[src/rtl/rmf_pkg.sv]
// rmf_pkg: shared types, codes and helper functions for the receiver message framer.
// No dependencies. Used by rmf_cfg_regs, rmf_parser and receiver_message_framer.
`timescale 1ns / 1ps

package rmf_pkg;

    // Configuration register indexes
    localparam logic [1:0] CFG_MIN_LOW  = 2'd0;
    localparam logic [1:0] CFG_MIN_HIGH = 2'd1;
    localparam logic [1:0] CFG_MAX_LEN  = 2'd2;

    // Frame status codes
    localparam logic [1:0] ST_OK    = 2'd0;
    localparam logic [1:0] ST_SHORT = 2'd1;
    localparam logic [1:0] ST_BAD   = 2'd2;

    // Message type codes
    localparam logic [3:0] MT_GT      = 4'd0;
    localparam logic [3:0] MT_ST      = 4'd1;
    localparam logic [3:0] MT_RT      = 4'd2;
    localparam logic [3:0] MT_ET      = 4'd3;
    localparam logic [3:0] MT_PG      = 4'd4;
    localparam logic [3:0] MT_VG      = 4'd5;
    localparam logic [3:0] MT_PV      = 4'd6;
    localparam logic [3:0] MT_SG      = 4'd7;
    localparam logic [3:0] MT_DP      = 4'd8;
    localparam logic [3:0] MT_PS      = 4'd9;
    localparam logic [3:0] MT_AR      = 4'd10;
    localparam logic [3:0] MT_RE      = 4'd11;
    localparam logic [3:0] MT_ER      = 4'd12;
    localparam logic [3:0] MT_UNKNOWN = 4'd15;

    // Printable ID character range
    localparam logic [7:0] ID_CHAR_LO = 8'h21;
    localparam logic [7:0] ID_CHAR_HI = 8'h7e;

    // Configuration held by the register file
    typedef struct packed {
        logic [63:0] min_low;
        logic [23:0] min_high;
        logic [11:0] max_len;
    } rmf_cfg_t;

    // One result item
    typedef struct packed {
        logic        byte_valid;
        logic [7:0]  data_byte;
        logic [11:0] byte_offset;
        logic        frame_end;
        logic [1:0]  frame_status;
        logic [3:0]  message_type;
    } rmf_result_t;

    function automatic logic is_id_char(input logic [7:0] b);
        return (b >= ID_CHAR_LO) && (b <= ID_CHAR_HI);
    endfunction

    // Upper-case hex digit: returns {ok, value}
    function automatic logic [4:0] hex_value(input logic [7:0] b);
        logic [4:0] r;
        r = 5'd0;
        if (b >= "0" && b <= "9")
        begin
            r = {1'b1, 4'(b - 8'h30)};
        end
        else if (b >= "A" && b <= "F")
        begin
            r = {1'b1, 4'(b - 8'h37)};
        end
        return r;
    endfunction

    function automatic logic [7:0] rotl2(input logic [7:0] v);
        return {v[5:0], v[7:6]};
    endfunction

    function automatic logic [3:0] lookup_type(input logic [7:0] a, input logic [7:0] b);
        logic [3:0] t;
        t = MT_UNKNOWN;
        if (a == "G" && b == "T")                                 t = MT_GT;
        else if (a == "S" && b == "T")                            t = MT_ST;
        else if ((a == "~" && b == "~") || (a == "R" && b == "T")) t = MT_RT;
        else if ((a == ":" && b == ":") || (a == "E" && b == "T")) t = MT_ET;
        else if (a == "P" && b == "G")                            t = MT_PG;
        else if (a == "V" && b == "G")                            t = MT_VG;
        else if (a == "P" && b == "V")                            t = MT_PV;
        else if (a == "S" && b == "G")                            t = MT_SG;
        else if (a == "D" && b == "P")                            t = MT_DP;
        else if (a == "P" && b == "S")                            t = MT_PS;
        else if (a == "A" && b == "R")                            t = MT_AR;
        else if (a == "R" && b == "E")                            t = MT_RE;
        else if (a == "E" && b == "R")                            t = MT_ER;
        return t;
    endfunction

    // Per-type minimum body length; types without a checksum have none
    function automatic logic [7:0] lookup_min(input logic [3:0] t, input rmf_cfg_t cfg);
        logic [7:0] m;
        m = 8'd0;
        if (t < 4'd8)
        begin
            m = cfg.min_low[{t[2:0], 3'b000} +: 8];
        end
        else if (t < 4'd11)
        begin
            m = cfg.min_high[{t[1:0], 3'b000} +: 8];
        end
        return m;
    endfunction

endpackage

[src/rtl/rmf_cfg_regs.sv]
// rmf_cfg_regs: configuration registers (minimum length tables, max body length).
// Depends on rmf_pkg.
`timescale 1ns / 1ps

module rmf_cfg_regs
    import rmf_pkg::*;
(
    input  logic        clk,
    input  logic        rst_n,
    input  logic        wr_en,
    input  logic [1:0]  wr_index,
    input  logic [63:0] wr_data,
    output rmf_cfg_t    cfg
);

    logic [63:0] min_low_reg;
    logic [23:0] min_high_reg;
    logic [11:0] max_len_reg;

    // Register writes; index 3 is ignored
    always_ff @(posedge clk or negedge rst_n)
    begin
        if (!rst_n)
        begin
            min_low_reg  <= '0;
            min_high_reg <= '0;
            max_len_reg  <= 12'hfff;
        end
        else if (wr_en)
        begin
            unique case (wr_index)
                CFG_MIN_LOW:  min_low_reg  <= wr_data;
                CFG_MIN_HIGH: min_high_reg <= wr_data[23:0];
                CFG_MAX_LEN:  max_len_reg  <= wr_data[11:0];
                default:      ;
            endcase
        end
    end

    assign cfg.min_low  = min_low_reg;
    assign cfg.min_high = min_high_reg;
    assign cfg.max_len  = max_len_reg;

endmodule

[src/rtl/rmf_parser.sv]
// rmf_parser: frame hunting state machine; one byte per enabled cycle, at most one result.
// Depends on rmf_pkg.
`timescale 1ns / 1ps

module rmf_parser
    import rmf_pkg::*;
(
    input  logic        clk,
    input  logic        rst_n,
    input  logic        step,
    input  logic [7:0]  rx_byte,
    input  rmf_cfg_t    cfg,
    output logic        res_valid,
    output rmf_result_t res
);

    typedef enum logic [2:0] {
        PH_ID1,
        PH_ID2,
        PH_LEN1,
        PH_LEN2,
        PH_LEN3,
        PH_BODY
    } phase_t;

    phase_t      phase_reg, phase_next;
    logic [7:0]  id_first_reg, id_first_next;
    logic [3:0]  type_reg, type_next;
    logic [11:0] len_reg, len_next;
    logic [11:0] count_reg, count_next;
    logic [7:0]  cks_reg, cks_next;
    logic [7:0]  min_reg, min_next;

    logic        id_ok;
    logic [4:0]  hex;
    logic [11:0] len_full;
    logic [7:0]  cks_upd;
    logic [7:0]  min_lut;
    logic        known;
    logic        has_cks;
    logic        last;
    logic [12:0] count_inc;

    assign id_ok     = is_id_char(rx_byte);
    assign hex       = hex_value(rx_byte);
    assign len_full  = {len_reg[7:0], hex[3:0]};
    assign cks_upd   = rotl2(cks_reg) ^ rx_byte;
    assign min_lut   = lookup_min(type_reg, cfg);
    assign known     = (type_reg != MT_UNKNOWN);
    assign has_cks   = (type_reg <= MT_AR);
    assign count_inc = {1'b0, count_reg} + 13'd1;
    assign last      = (count_inc >= {1'b0, len_reg});

    // Next state and result for the current byte
    always_comb
    begin
        phase_next    = phase_reg;
        id_first_next = id_first_reg;
        type_next     = type_reg;
        len_next      = len_reg;
        count_next    = count_reg;
        cks_next      = cks_reg;
        min_next      = min_reg;
        res_valid     = 1'b0;
        res           = '0;
        res.message_type = type_reg;

        unique case (phase_reg)
            PH_ID1:
            begin
                if (id_ok)
                begin
                    id_first_next = rx_byte;
                    cks_next      = rx_byte;
                    phase_next    = PH_ID2;
                end
            end
            PH_ID2:
            begin
                if (id_ok)
                begin
                    type_next  = lookup_type(id_first_reg, rx_byte);
                    cks_next   = cks_upd;
                    phase_next = PH_LEN1;
                end
                else
                begin
                    phase_next = PH_ID1;
                end
            end
            PH_LEN1, PH_LEN2:
            begin
                if (hex[4])
                begin
                    len_next   = (phase_reg == PH_LEN1) ? {8'd0, hex[3:0]} : len_full;
                    cks_next   = cks_upd;
                    phase_next = (phase_reg == PH_LEN1) ? PH_LEN2 : PH_LEN3;
                end
                else
                begin
                    // restart; a bad byte that is an ID character opens a new ID
                    id_first_next = rx_byte;
                    cks_next      = rx_byte;
                    phase_next    = id_ok ? PH_ID2 : PH_ID1;
                end
            end
            PH_LEN3:
            begin
                if (!hex[4] || (len_full > cfg.max_len))
                begin
                    id_first_next = rx_byte;
                    cks_next      = rx_byte;
                    phase_next    = id_ok ? PH_ID2 : PH_ID1;
                end
                else
                begin
                    len_next   = len_full;
                    count_next = 12'd0;
                    cks_next   = cks_upd;
                    min_next   = min_lut;
                    if (len_full == 12'd0)
                    begin
                        // empty body closes the frame at once
                        phase_next = PH_ID1;
                        if (known)
                        begin
                            res_valid     = 1'b1;
                            res.frame_end = 1'b1;
                            if (min_lut != 8'd0)
                            begin
                                res.frame_status = ST_SHORT;
                            end
                            else if (has_cks)
                            begin
                                res.frame_status = ST_BAD;
                            end
                        end
                    end
                    else
                    begin
                        phase_next = PH_BODY;
                    end
                end
            end
            PH_BODY:
            begin
                count_next = count_inc[11:0];
                if (has_cks && !last)
                begin
                    cks_next = cks_upd;
                end
                if (known)
                begin
                    res_valid       = 1'b1;
                    res.byte_valid  = 1'b1;
                    res.data_byte   = rx_byte;
                    res.byte_offset = count_reg;
                end
                if (last)
                begin
                    phase_next    = PH_ID1;
                    res.frame_end = known;
                    if (known)
                    begin
                        if (len_reg < {4'd0, min_reg})
                        begin
                            res.frame_status = ST_SHORT;
                        end
                        else if (has_cks && (rotl2(cks_reg) != rx_byte))
                        begin
                            res.frame_status = ST_BAD;
                        end
                    end
                end
            end
            default:
            begin
                phase_next = PH_ID1;
            end
        endcase
    end

    // Parser state
    always_ff @(posedge clk or negedge rst_n)
    begin
        if (!rst_n)
        begin
            phase_reg    <= PH_ID1;
            id_first_reg <= '0;
            type_reg     <= MT_UNKNOWN;
            len_reg      <= '0;
            count_reg    <= '0;
            cks_reg      <= '0;
            min_reg      <= '0;
        end
        else if (step)
        begin
            phase_reg    <= phase_next;
            id_first_reg <= id_first_next;
            type_reg     <= type_next;
            len_reg      <= len_next;
            count_reg    <= count_next;
            cks_reg      <= cks_next;
            min_reg      <= min_next;
        end
    end

endmodule

[src/rtl/receiver_message_framer.sv]
// receiver_message_framer: top level; input register, parser, result register, config port.
// Depends on rmf_pkg, rmf_cfg_regs and rmf_parser.
`timescale 1ns / 1ps
//
//  channel   handshake               payload
//  -------   ---------------------   ----------------------------------------------
//  input     in_valid / in_ready     rx_byte
//  output    out_valid / out_ready   byte_valid data_byte byte_offset frame_end
//                                    frame_status message_type
//  config    cfg_valid / cfg_ready   cfg_index cfg_data
//
//  One byte per cycle while the output is not stalled: a request is parsed while it sits in
//  the input register with step high; the output register takes its result at the next edge.
//  The rate is set by the parser state update, a single rotate-xor and compare per byte.
//  A stalled result holds the output register; an empty input register still takes one byte.
//  Async reset (rst_n low) clears the parser to hunting, valid flags and config to defaults.
//  cfg_ready is always high; writes take effect at the next edge.

module receiver_message_framer
    import rmf_pkg::*;
(
    input  logic        clk,
    input  logic        rst_n,
    input  logic        in_valid,
    output logic        in_ready,
    input  logic [7:0]  rx_byte,
    output logic        out_valid,
    input  logic        out_ready,
    output logic        byte_valid,
    output logic [7:0]  data_byte,
    output logic [11:0] byte_offset,
    output logic        frame_end,
    output logic [1:0]  frame_status,
    output logic [3:0]  message_type,
    input  logic        cfg_valid,
    output logic        cfg_ready,
    input  logic [1:0]  cfg_index,
    input  logic [63:0] cfg_data
);

    rmf_cfg_t    cfg;
    logic        in_vld_reg;
    logic [7:0]  in_byte_reg;
    logic        out_vld_reg;
    rmf_result_t out_reg;
    logic        step;
    logic        res_valid;
    rmf_result_t res;

    assign cfg_ready = 1'b1;

    rmf_cfg_regs u_cfg (
        .clk      (clk),
        .rst_n    (rst_n),
        .wr_en    (cfg_valid),
        .wr_index (cfg_index),
        .wr_data  (cfg_data),
        .cfg      (cfg)
    );

    // Parse when the result register is free or draining
    assign step     = in_vld_reg && (!out_vld_reg || out_ready);
    assign in_ready = !in_vld_reg || step;

    rmf_parser u_parser (
        .clk       (clk),
        .rst_n     (rst_n),
        .step      (step),
        .rx_byte   (in_byte_reg),
        .cfg       (cfg),
        .res_valid (res_valid),
        .res       (res)
    );

    // Input register
    always_ff @(posedge clk or negedge rst_n)
    begin
        if (!rst_n)
        begin
            in_vld_reg <= 1'b0;
        end
        else if (in_ready)
        begin
            in_vld_reg <= in_valid;
        end
    end

    always_ff @(posedge clk)
    begin
        if (in_valid && in_ready)
        begin
            in_byte_reg <= rx_byte;
        end
    end

    // Result register
    always_ff @(posedge clk or negedge rst_n)
    begin
        if (!rst_n)
        begin
            out_vld_reg <= 1'b0;
        end
        else if (step)
        begin
            out_vld_reg <= res_valid;
        end
        else if (out_ready)
        begin
            out_vld_reg <= 1'b0;
        end
    end

    always_ff @(posedge clk)
    begin
        if (step && res_valid)
        begin
            out_reg <= res;
        end
    end

    assign out_valid    = out_vld_reg;
    assign byte_valid   = out_reg.byte_valid;
    assign data_byte    = out_reg.data_byte;
    assign byte_offset  = out_reg.byte_offset;
    assign frame_end    = out_reg.frame_end;
    assign frame_status = out_reg.frame_status;
    assign message_type = out_reg.message_type;

`ifndef SYNTH
    // Status carries meaning only on the closing result
    a_status_only_at_end: assert property (@(posedge clk) disable iff (!rst_n)
        (out_valid && !frame_end) |-> (frame_status == ST_OK))
        else $error("frame_status set without frame_end");

    // A result without a body byte is the empty-body close
    a_empty_body_close: assert property (@(posedge clk) disable iff (!rst_n)
        (out_valid && !byte_valid) |-> (frame_end && byte_offset == 12'd0 && data_byte == 8'd0))
        else $error("result without body byte is not an empty-body close");

    // Only known types reach the output
    a_known_type: assert property (@(posedge clk) disable iff (!rst_n)
        out_valid |-> (message_type <= MT_ER))
        else $error("unknown message type on output");

    // A buffered byte that is not parsed stays buffered
    a_input_held: assert property (@(posedge clk) disable iff (!rst_n)
        (in_vld_reg && !step) |=> (in_vld_reg && $stable(in_byte_reg)))
        else $error("buffered input byte lost");
`endif

endmodule
[config.mk]
export PLATFORM = sky130hd
export DESIGN_NAME = receiver_message_framer
export DESIGN_NICKNAME = d
export VERILOG_FILES = /design/src/rtl/rmf_pkg.sv /design/src/rtl/rmf_cfg_regs.sv /design/src/rtl/rmf_parser.sv /design/src/rtl/receiver_message_framer.sv
export SDC_FILE = /design/constraint.sdc
export NUM_CORES = 1
export LEC_CHECK = 0
export BUFFER_PORTS_ARGS = -buffer_cell sky130_fd_sc_hd__buf_2
export CAP_MARGIN = 25
export CORE_ASPECT_RATIO = 1.75
export CORE_MARGIN = 2
export CORE_UTILIZATION = 64
export DETAILED_ROUTE_END_ITERATION = 7
export PLACE_DENSITY = 0.91
export SETUP_SLACK_MARGIN = 0.3
export SYNTH_ARGS = -nofsm -noshare
export SYNTH_HDL_FRONTEND = slang
export SYNTH_SLANG_ARGS = --single-unit
[constraint.sdc]
create_clock -name clk -period 12.1 [get_ports clk]
set_clock_uncertainty 0.05 [all_clocks]
set_input_delay 1.21 -clock clk [delete_from_list [all_inputs] [get_ports clk]]
set_output_delay 1.21 -clock clk [all_outputs]
set_load 0.02 [all_outputs]
After elaboration in Yosys (flattened, before gate mapping)

Cells that the tools add are included.

Output and inout port bits: 31
Input bits: 79
Logic and storage cells: 185
Bits in read-only memories: 0
Memories kept: 0
Bits in latches: 0
Register bits after elaboration: 193
RAM bits: 0

Bitwise gates (word level): 2
Equality and inequality tests: 36
Multipliers: 0
Multiplexer cells: 58
Div/mod/pow operators: 0
Magnitude comparators: 12
Shifts and indexed selects: 2
Add/subtract/negate cells: 3
Reduce and logical (&&, ||, !) cells: 53

Operators with widths:

| kind                                                               | number |
|---|---|
| == test 8 x 7 -> 1 bit (second input constant)                     | 17 |
| 2-to-1 mux 8 bit                                                   | 9 |
| variable part select 64 x 7 -> 8 bit                               | 1 |
| 2-to-1 mux 12 bit                                                  | 4 |
| 2-to-1 mux 4 bit                                                   | 12 |
| case mux 12 bit (2 select lines)                                   | 2 |
| case mux 8 bit (5 select lines)                                    | 1 |
| 2-to-1 mux 3 bit                                                   | 10 |
| case mux 8 bit (3 select lines)                                    | 1 |
| variable part select 24 x 6 -> 8 bit                               | 1 |
| logical AND 1 bit                                                  | 23 |
| 2-to-1 mux 21 bit                                                  | 1 |
| == test 8 x 6 -> 1 bit (second input constant)                     | 2 |
| greater-or-equal comparator 8 x 6 -> 1 bit (second input constant) | 2 |
| less-or-equal comparator 8 x 7 -> 1 bit (second input constant)    | 2 |
| case mux 3 bit (5 select lines)                                    | 1 |
| 2-to-1 mux 2 bit                                                   | 7 |
| adder 12 x 1 -> 13 bit (second input constant)                     | 1 |
| greater-or-equal comparator 13 x 12 -> 1 bit                       | 1 |
| > comparator 12 bit                                                | 1 |
| logical NOT 12 bit                                                 | 1 |
| less-than comparator 12 x 8 -> 1 bit                               | 1 |
| != test 2 x 1 -> 1 bit (second input constant)                     | 6 |
| AND reduction 3 bit                                                | 4 |
| 32 further kinds                                                   | 55 |

Logic depth before layout (Yosys ltp)

Gate-level depths: netlist of the first run.

Depth in word-level cells: 15
Mapped depth: 17
Mapped depth without buffers: 14

Modules after synthesis

A second synthesis of the first run with hierarchy kept.

Cell total of the unflattened synthesis: 820
Area total of the unflattened synthesis: 10,263.6 um^2

By module, submodules not included:

| module                  | cells an instance | sequential area each (um^2) | times used | area an instance (um^2) |
|---|---|---|---|---|
| rmf_parser              | 559               | 1,381.3                     | 1          | 5,205.0 |
| rmf_cfg_regs            | 213               | 2,517.4                     | 1          | 3,857.4 |
| receiver_message_framer | 48                | 1,131.1                     | 1          | 1,201.2 |

Least setup slack after synthesis of the first run

No wires, ideal clock.

Path kind: register to register
Start point: reg in_byte_reg[0]
End point: reg out_reg (netlist bit byte_offset[0]), enable pin
Path buffers: 2
Clock period less this slack: 5.239 ns
Cell stages (with the launch flop): 16
Slack: 6.861 ns
Setup time: 0.422 ns
Data required time: 11.628 ns
Arrival time: 4.766 ns
Cell sequence: edfxtp_1 buf_2 inv_1 ha_1 nor3b_1 and4bb_2 buf_2 a22o_1 ha_1 nor2b_1 o211ai_1 a21oi_1 o311ai_2 nand3_2 or3b_1 a21oi_1

Cells in the longest elaborated chain, start to end: 9
Elaborated cells on any way between the ends: 18
Those cells by class: add/sub: 2; order compare: 5; mux: 5; reduce/logical: 6

Ends and longest elaborated chain:

| element                                                                                               | RTL line                             | text |
|---|---|---|
| start, declared                                                                                       | receiver_message_framer.sv:43        | `logic [7:0] in_byte_reg;` |
| start signal, assigned                                                                                | receiver_message_framer.sv:92        | `in_byte_reg <= rx_byte;` |
| greater-or-equal comparator 8 x 7 -> 1 bit or less-or-equal comparator 8 x 7 -> 1 bit (tied branches) | rmf_pkg.sv:66                        | `else if (b >= "A" && b <= "F")` |
| logical AND 1 bit                                                                                     | rmf_pkg.sv:66                        |  |
| 2-to-1 mux 5 bit                                                                                      | rmf_pkg.sv:66                        |  |
| 2-to-1 mux 5 bit (*)                                                                                  | rmf_pkg.sv:62                        | `if (b >= "0" && b <= "9")` |
| via u_parser.hex[1]                                                                                   | rmf_parser.sv:35                     | `logic [4:0] hex;` |
| > comparator 12 bit or logical NOT 12 bit (tied branches)                                             | rmf_parser.sv:109, rmf_parser.sv:121 |  |
| logical OR 1 bit or 2-to-1 mux 1 bit (tied branches)                                                  | rmf_parser.sv:109, rmf_parser.sv:121 |  |
| 2-to-1 mux 1 bit (*)                                                                                  | rmf_parser.sv:109                    | `if (!hex[4] \|\| (len_full > cfg.max_len))` |
| case mux 1 bit (2 select lines) (*)                                                                   | rmf_parser.sv:68                     | `unique case (phase_reg)` |
| logical AND 1 bit (*)                                                                                 | receiver_message_framer.sv:115       | `if (step && res_valid)` |
| end signal, assigned                                                                                  | receiver_message_framer.sv:117       | `out_reg <= res;` |
| end, declared                                                                                         | receiver_message_framer.sv:45        | `rmf_result_t out_reg;` |

The timed path passes the listed nets; every way through them passes the cells marked *.
A chain may end at the register's enable or synchronous reset.

Final worst setup path of the first run

Start point: reg in_byte_reg[0]
End point: reg out_reg (netlist bit message_type[1]), enable pin

Same word-level chain as after synthesis.

==> summary.txt, run 1 <==
Run status
  • Status: complete, no violations

Placement
  • Post-DP HPWL: about 16000 um
  • I/O Buffers: 108
  • Gp weighted congestion: slightly below 1
  • Post-DP Area: between 10000 and 15000 um2

Logic synthesis
  • Top cell type's share of synthesized area: between 30% and 40%
  • Synth top area cells: dfrtp_1 (35%), mux2_2 (13%), edfxtp_1 (11%)
  • Warning count from the yosys run: 0
  • Avg Cell Area, Syn: roughly 12 um2
  • Prevailing post-synth register cell: dfrtp_1
  • Mapped cell area: just over 10000 um2
  • Synthesized net count: slightly below 1000
  • Post-synth top area cell: dfrtp_1
  • Synth async-reset ratio: between 80 and 90%
  • Yosys reg bits: between 150 and 200
  • Post-synth EDFFs: 36
  • Netlist cell types: approximately 70
  • Post-Synthesis Cells: 846
  • Seq/Total Area, Yosys: 49.90%

STA
  • Tmin final: about 5.2 ns
  • Hold Worst Slack: roughly 0.46 ns
  • Worst Max-Slew Pin Slew: 1.091 ns
  • RSZ-0062 raised after global routing: false
  • Period Utilization, post-route: 43.29%
  • TNS Setup: 0 ns
  • Setup violations, final: 0
  • Fmax: ~0.19 GHz
  • Final Hold Fails: 0
  • Max-slew violations: 0
  • Slew margin rel.: ~27%

Global route
  • Number of global-route vias before repair: ~7600
  • First-pass GRT wire length: around 39000 um
  • All-Layer GR Usage: 29.22%
  • Initial antenna violation count: 0
  • Largest net degree at the start of global routing: 82
  • GR Overflow Total: 0

Drt
  • DRC violation count after routing: 0
  • Post-DRT Antenna Nets: 0
  • Routed length per instance: about 21 um
  • Iter 0 DRT Violations: around 670
  • Detailed Routing Iterations Pass 1: 5
  • Final WL: around 24000 um
  • Via-to-Cell Ratio: around 6.4
  • DR vias: 7249

Cells and area
  • Commonest non-fill, non-tap cell in the layout: dfrtp_1
  • Highest-count cells in the layout ignoring fill and taps: dfrtp_1 (141), mux2_2 (115), buf_2 (107)
  • Post-route design area: roughly 11000 um2
  • Share of layout cells above drive strength 1: around a third
  • Area Overhead vs Synth: 12.16%
  • # fillers: 956
  • Ant diodes: 0
  • Max reg flops: 64
  • Fin nets: between 1000 and 1500

Critical path
  • CP max-delay cell: o311ai_2
  • Worst Path Required: between 10 and 15 ns
  • Worst Path Buf+Inv: 2
  • Reg2Reg Depth: 14
  • Reg-to-reg endpoint: message_type[1]
  • CP endpoint kind: flop
  • Crit path cell chain: inv_1 -> ha_1 -> o21bai_1 -> a2111oi_2 -> a22o_1 -> ha_1 -> nor2b_1 -> o211ai_1 -> a21oi_1 -> o311ai_2 -> nand3_2 -> or3b_1 -> a21oi_2 -> buf_4
  • Slowest stage delay, CP: approximately 0.9 ns
  • Critical path fanouts, max: 28
  • CP Class: reg -> reg
  • Launch point of the worst path: in_byte_reg[0]
  • WP depth: 14
  • Critical path endpoint: message_type[1]
  • Most frequent CP cell: ha_1
  • Cell family with most CP delay: compound AO/OA/AOI/OAI gates
  • Startpoint Class: flop
  • CP arrival: around 5.3 ns
  • Register-to-register setup slack: between 6 and 7 ns
  • Worst reg2reg path startpoint: in_byte_reg[0]

Worst hold path
  • Min-Delay Path Class: reg -> reg

Clock network
  • CTS Hold Buffers Added: 0
  • Clock tree buffer depth: 2
  • Htree depth: 4
  • Setup bufs post-CTS: 0
  • CTS resizes: 0
  • Clock Sinks: around 190
  • Clock Latency Late Sink: between 0.4 and 0.5 ns
  • Clock Tree Root: clkbuf_16
  • CTS tree: built
  • Clk slew on worst S/H paths: around 0.08 ns
  • Number of CTS-inserted buffers: 17

Pwr
  • Total power: ~2400 uW
  • Power per cell area: between 200 and 250 nW/um2
  • Peak VDD IR: roughly 0.00016 V
  • Leakage: just under 0.005 uW

Floorplan
  • Core area: between 15000 and 20000 um2
  • Die Area: between 15000 and 20000 um2
  • Die width: ~99 um
  • Die Height: approximately 170 um
  • Io pins: 110
  • Initial Util: 65.50%
  • Number of core rows: 60

Run
  • Max Cap Viol: 0
==> cell usage after synthesis (3+ instances only) <==
| library cell | n |
|---|---|
| a21o_1 | 7 |
| o21a_1 | 5 |
| and2_1 | 19 |
| nand2b_1 | 9 |
| o21ai_0 | 32 |
| dfrtp_1 | 141 |
| nand2_1 | 54 |
| nor3_1 | 4 |
| buf_2 | 11 |
| mux2i_1 | 21 |
| or3_1 | 4 |
| nand3b_1 | 5 |
| nor4_1 | 9 |
| mux2_2 | 115 |
| mux2_1 | 9 |
| ha_1 | 37 |
| and3_1 | 7 |
| a22o_1 | 5 |
| buf_4 | 5 |
| clkbuf_1 | 26 |
| buf_1 | 6 |
| xor2_1 | 16 |
| dfstp_2 | 16 |
| a22oi_1 | 8 |
| inv_1 | 35 |
| edfxtp_1 | 36 |
| nor2b_1 | 11 |
| nor2_1 | 37 |
| a31oi_1 | 6 |
| mux4_2 | 16 |
| nand4b_1 | 3 |
| a41oi_1 | 8 |
| o31ai_1 | 4 |
| a21oi_1 | 39 |
| nor3b_1 | 4 |
| nand3_1 | 13 |
| xnor2_1 | 13 |
| nand4_1 | 14 |
==> metrics by stage <==
step	instances	util (%)	setup slack (ns)
CTS	1127	73.21	6.878
global placement	1095	69.37	7.145
finish	1129	73.46	6.862
global route	1129	73.46	6.558
detailed placement	1095	69.37	6.933
floorplan	846	-	6.861
==> where the power goes <==
group	switching [uW]	total, uW	internal (uW)
Clock	282	560	278
Combinational	424	779	354
Sequential	204	1040	837
Total	910	2380	1470
==> worst register-to-register path, cell delays in order (launching register included) <==
cell and delay [ns]:
edfxtp_1 0.56, inv_1 0.25, ha_1 0.24, o21bai_1 0.09, a2111oi_2 0.62, a22o_1 0.29, ha_1 0.26, nor2b_1 0.14
o211ai_1 0.17, a21oi_1 0.10, o311ai_2 0.92, nand3_2 0.27, or3b_1 0.45, a21oi_2 0.14, buf_4 0.33
==> cell families after synthesis <==
family          Yosys count  synth area share, %
simple gates            207                11.12
flops                   193                49.90
mux                     161                19.51
compound gates          133                8.739
buf+inv                  85                3.575
fa+ha+maj                37                4.593
xor+xnor                 29                2.520
other cells               1              0.03720
==> cell type report <==
class                           count  area [um2]  share of cell area [%]
Sequential cell                   193        5030                   44.49
Timing Repair Buffer              115       623.1                   5.511
Clock buffer                       17       425.4                   3.763
Inverter                           35       131.4                   1.162
Multi-Input combinational cell    568        4698                   41.56
Tap cell                          186       232.7                   2.058
Clock inverter                     15       165.2                   1.461
==> per-layer routing <==
metal  up-vias  share of wire (%)  track usage, %  routed length [um]
met5         -                  0               0                   0
met4         0                4.7           14.65                1119
met3        92                6.2           5.749                1481
met2       387                 53           50.38               12600
met1      3536                 36           34.57                8711
li1       3234                  -               -                   -
==> worst min-delay path by stage <==
stage                     startpoint               endpoint  slack [ns]  cells past startpoint
2_1_floorplan             in_vld_reg              out_valid        0.42                      1
3_3_place_gp   u_cfg.min_low_reg[21]  u_cfg.min_low_reg[21]        0.43                      1
3_5_place_dp   u_cfg.min_low_reg[60]  u_cfg.min_low_reg[60]        0.44                      1
4_1_cts        u_cfg.min_low_reg[51]  u_cfg.min_low_reg[51]        0.46                      1
5_1_grt        u_cfg.min_low_reg[40]  u_cfg.min_low_reg[40]        0.47                      1
6_report       u_cfg.min_low_reg[62]  u_cfg.min_low_reg[62]        0.46                      1
(Power assumes the default switching activity.)
==> run 2, diff against run 1 <==
- CORE_UTILIZATION: 64 -> 59
- PLACE_DENSITY: 0.91 -> 0.85
- clock period: 12.1 -> 4.9 ns (I/O delays scaled with it)
==> summary.txt, run 2 (same netlist as run 1, synthesis figures left out) <==
Run status
  • Status: complete, no violations

Critical path
  • Worst Path Buf+Inv: 2
  • CP Class: reg -> reg
  • Critical path fanouts, max: 25
  • CP endpoint kind: flop
  • Startpoint Class: flop
  • CP max-delay cell: edfxtp_1
  • CP arrival: roughly 4.4 ns
  • Slowest stage delay, CP: 0.52 ns
  • Most frequent CP cell: ha_1
  • Worst Path Required: 4.98 ns
  • Cell family with most CP delay: simple AND/OR/NAND/NOR gates
  • Crit path cell chain: inv_1 -> ha_1 -> nor3b_1 -> and4bb_2 -> a22o_1 -> ha_1 -> nor2b_1 -> o211ai_1 -> a21oi_1 -> o311ai_2 -> nand3_2 -> or3b_1 -> a21oi_4 -> buf_6

Pwr
  • Power per cell area: around 500 nW/um2
  • Sequential power share: approximately 44%
  • Leakage: 0.004910 uW
  • P_int: between 3000 and 4000 uW
  • Peak VDD IR: ~0.00029 V
  • Switch Pwr: between 2000 and 2500 uW
  • Total power: approximately 5800 uW
  • Clk pwr share: between 20 and 25%
  • Comb power frac: 33.0%
  • Sw Share: 37.03%

STA
  • Fmax: ~0.23 GHz
  • Tmin final: between 4 and 5 ns
  • Final Hold Fails: 0
  • Slew margin rel.: roughly a third
  • RSZ-0062 raised after global routing: false
  • Worst Max-Slew Pin Slew: approximately 1 ns
  • Period Utilization, post-route: 87.13%
  • TNS Setup: 0 ns
  • Setup violations, final: 0
  • Max-slew violations: 0

Drt
  • DRC violation count after routing: 0
  • Post-DRT Antenna Nets: 0
  • Iter 0 DRT Violations: a little over 400
  • DR vias: slightly above 7000
  • Via-to-Cell Ratio: 6.048
  • Detailed Routing Iterations Pass 1: 5
  • Routed length per instance: 19.08 um
  • Final WL: between 20000 and 25000 um

Cells and area
  • Fin cells: around 1200
  • Highest-count cells in the layout ignoring fill and taps: dfrtp_1 (141), mux2_2 (115), buf_2 (107)
  • Area Overhead vs Synth: 13.33%
  • Max reg flops: between 60 and 70
  • # fillers: between 1000 and 1500
  • Post-route design area: 11420 um2
  • Share of layout cells above drive strength 1: between 30 and 40%
  • Fin nets: 1058
  • Ant diodes: 0
  • Commonest non-fill, non-tap cell in the layout: dfrtp_1

Floorplan
  • Number of core rows: 63
  • Die Height: 176.9 um
  • Initial Util: between 50% and 60%
  • Die Area: 18190 um2
  • Io pins: 110
  • Core area: 16870 um2
  • Die width: between 100 and 150 um

Clock network
  • Clock Latency Late Sink: between 0.4 and 0.5 ns
  • Clock Sinks: between 150 and 200
  • Clk slew on worst S/H paths: ~0.07 ns
  • Number of CTS-inserted buffers: 17
  • Clock Tree Root: clkbuf_16
  • Clock tree buffer depth: 2
  • Htree depth: 4
  • CTS tree: built

Global route
  • Initial antenna violation count: 0
  • Largest net degree at the start of global routing: between 100 and 150
  • First-pass GRT wire length: between 30000 and 40000 um
  • Number of global-route vias before repair: 7195
  • All-Layer GR Usage: approximately a quarter
  • GR Overflow Total: 0

Placement
  • Gp weighted congestion: around 0.94
  • Post-DP HPWL: roughly 16000 um
  • I/O Buffers: 108
  • Post-DP Area: approximately 11000 um2
  • Dpl cells: roughly 1100

Worst hold path
  • Min-Delay Path Class: in -> reg

Run
  • Max Cap Viol: 0
==> run 2: cell count changes in the layout (fill, tap and decap cells not counted), sizes merged <==
cell,previous run,this run
buf,115,126
clkinv,9,5
dlygate4sd3,0,1
inv,41,44
==> run 2: final timing paths <==
kind	startpoint	to	slack [ns]	cells past startpoint
min reg2reg	u_cfg.min_low_reg[59]	u_cfg.min_low_reg[59]	0.45	1
max in group asynchronous	rst_n	u_cfg.max_len_reg[2]	3.58	3
max	in_byte_reg[0]	byte_offset[7]	0.63	14
min	rx_byte[7]	in_byte_reg[7]	0.18	1
min in group asynchronous	rst_n	u_cfg.min_low_reg[35]	0.42	2
max reg2reg	in_byte_reg[0]	byte_offset[7]	0.63	14
==> run 2: routing by layer <==
| layer | vias up | part of all wire, % | global-route usage, % |
|---|---|---|---|
| li1 | 3259 | - | - |
| met1 | 3549 | 38 | 30.82 |
| met2 | 272 | 54 | 45.07 |
| met3 | 63 | 4.9 | 4.976 |
| met4 | 0 | 3.6 | 11.46 |
| met5 | - | 0 | 0 |
==> run 2: area by class of cell <==
type                    instances  area (um2)  share of cell area, %
clock buffers                  17       425.4                  3.724
clock inverters                14       118.9                  1.041
inverters                      35       131.4                  1.150
multi-input cells             568        4718                  41.30
flip-flops and latches        193        5030                  44.03
well taps                     227       284.0                  2.486
repair buffers                127       715.7                  6.265
==> run 2: what timing repair did <==
item,in CTS,in global routing
setup endpoints to repair,0,25
resized for setup,0,2
hold buffers,0,1
endpoints found under the hold margin,0,20
buffers inserted,0,2
==> run 2: power by group through the flow <==
| stage | Sequential [uW] | Combinational (uW) | Clock [uW] |
|---|---|---|---|
| 3_3_place_gp | 2530 | 1790 | 0 |
| 6_report | 2530 | 1900 | 1330 |
| 4_1_cts | 2520 | 1890 | 1350 |
| 5_1_grt | 2590 | 2100 | 1410 |
| 3_5_place_dp | 2550 | 1860 | 0 |
| 2_1_floorplan | 2350 | 1510 | 0 |
==> run 2: worst register-to-register path, stage by stage (launching register included) <==
cell and delay [ns]:
edfxtp_1 0.52, inv_1 0.22, ha_1 0.20, nor3b_1 0.23, and4bb_2 0.33, a22o_1 0.29
ha_1 0.30, nor2b_1 0.13, o211ai_1 0.15, a21oi_1 0.10, o311ai_2 0.31, nand3_2 0.18
or3b_1 0.45, a21oi_4 0.25, buf_6 0.26
==> run 2: stage by stage <==
stage	util, %	setup WS (ns)	hold slack [ns]
after floorplan	-	0.5288	0.1444
after global placement	64.09	0.5642	0.4341
after detailed placement	64.09	0.4330	0.4407
after CTS	67.31	0.4117	0.1704
after global routing	67.72	0.3232	0.1645
final	67.72	0.6308	0.1756
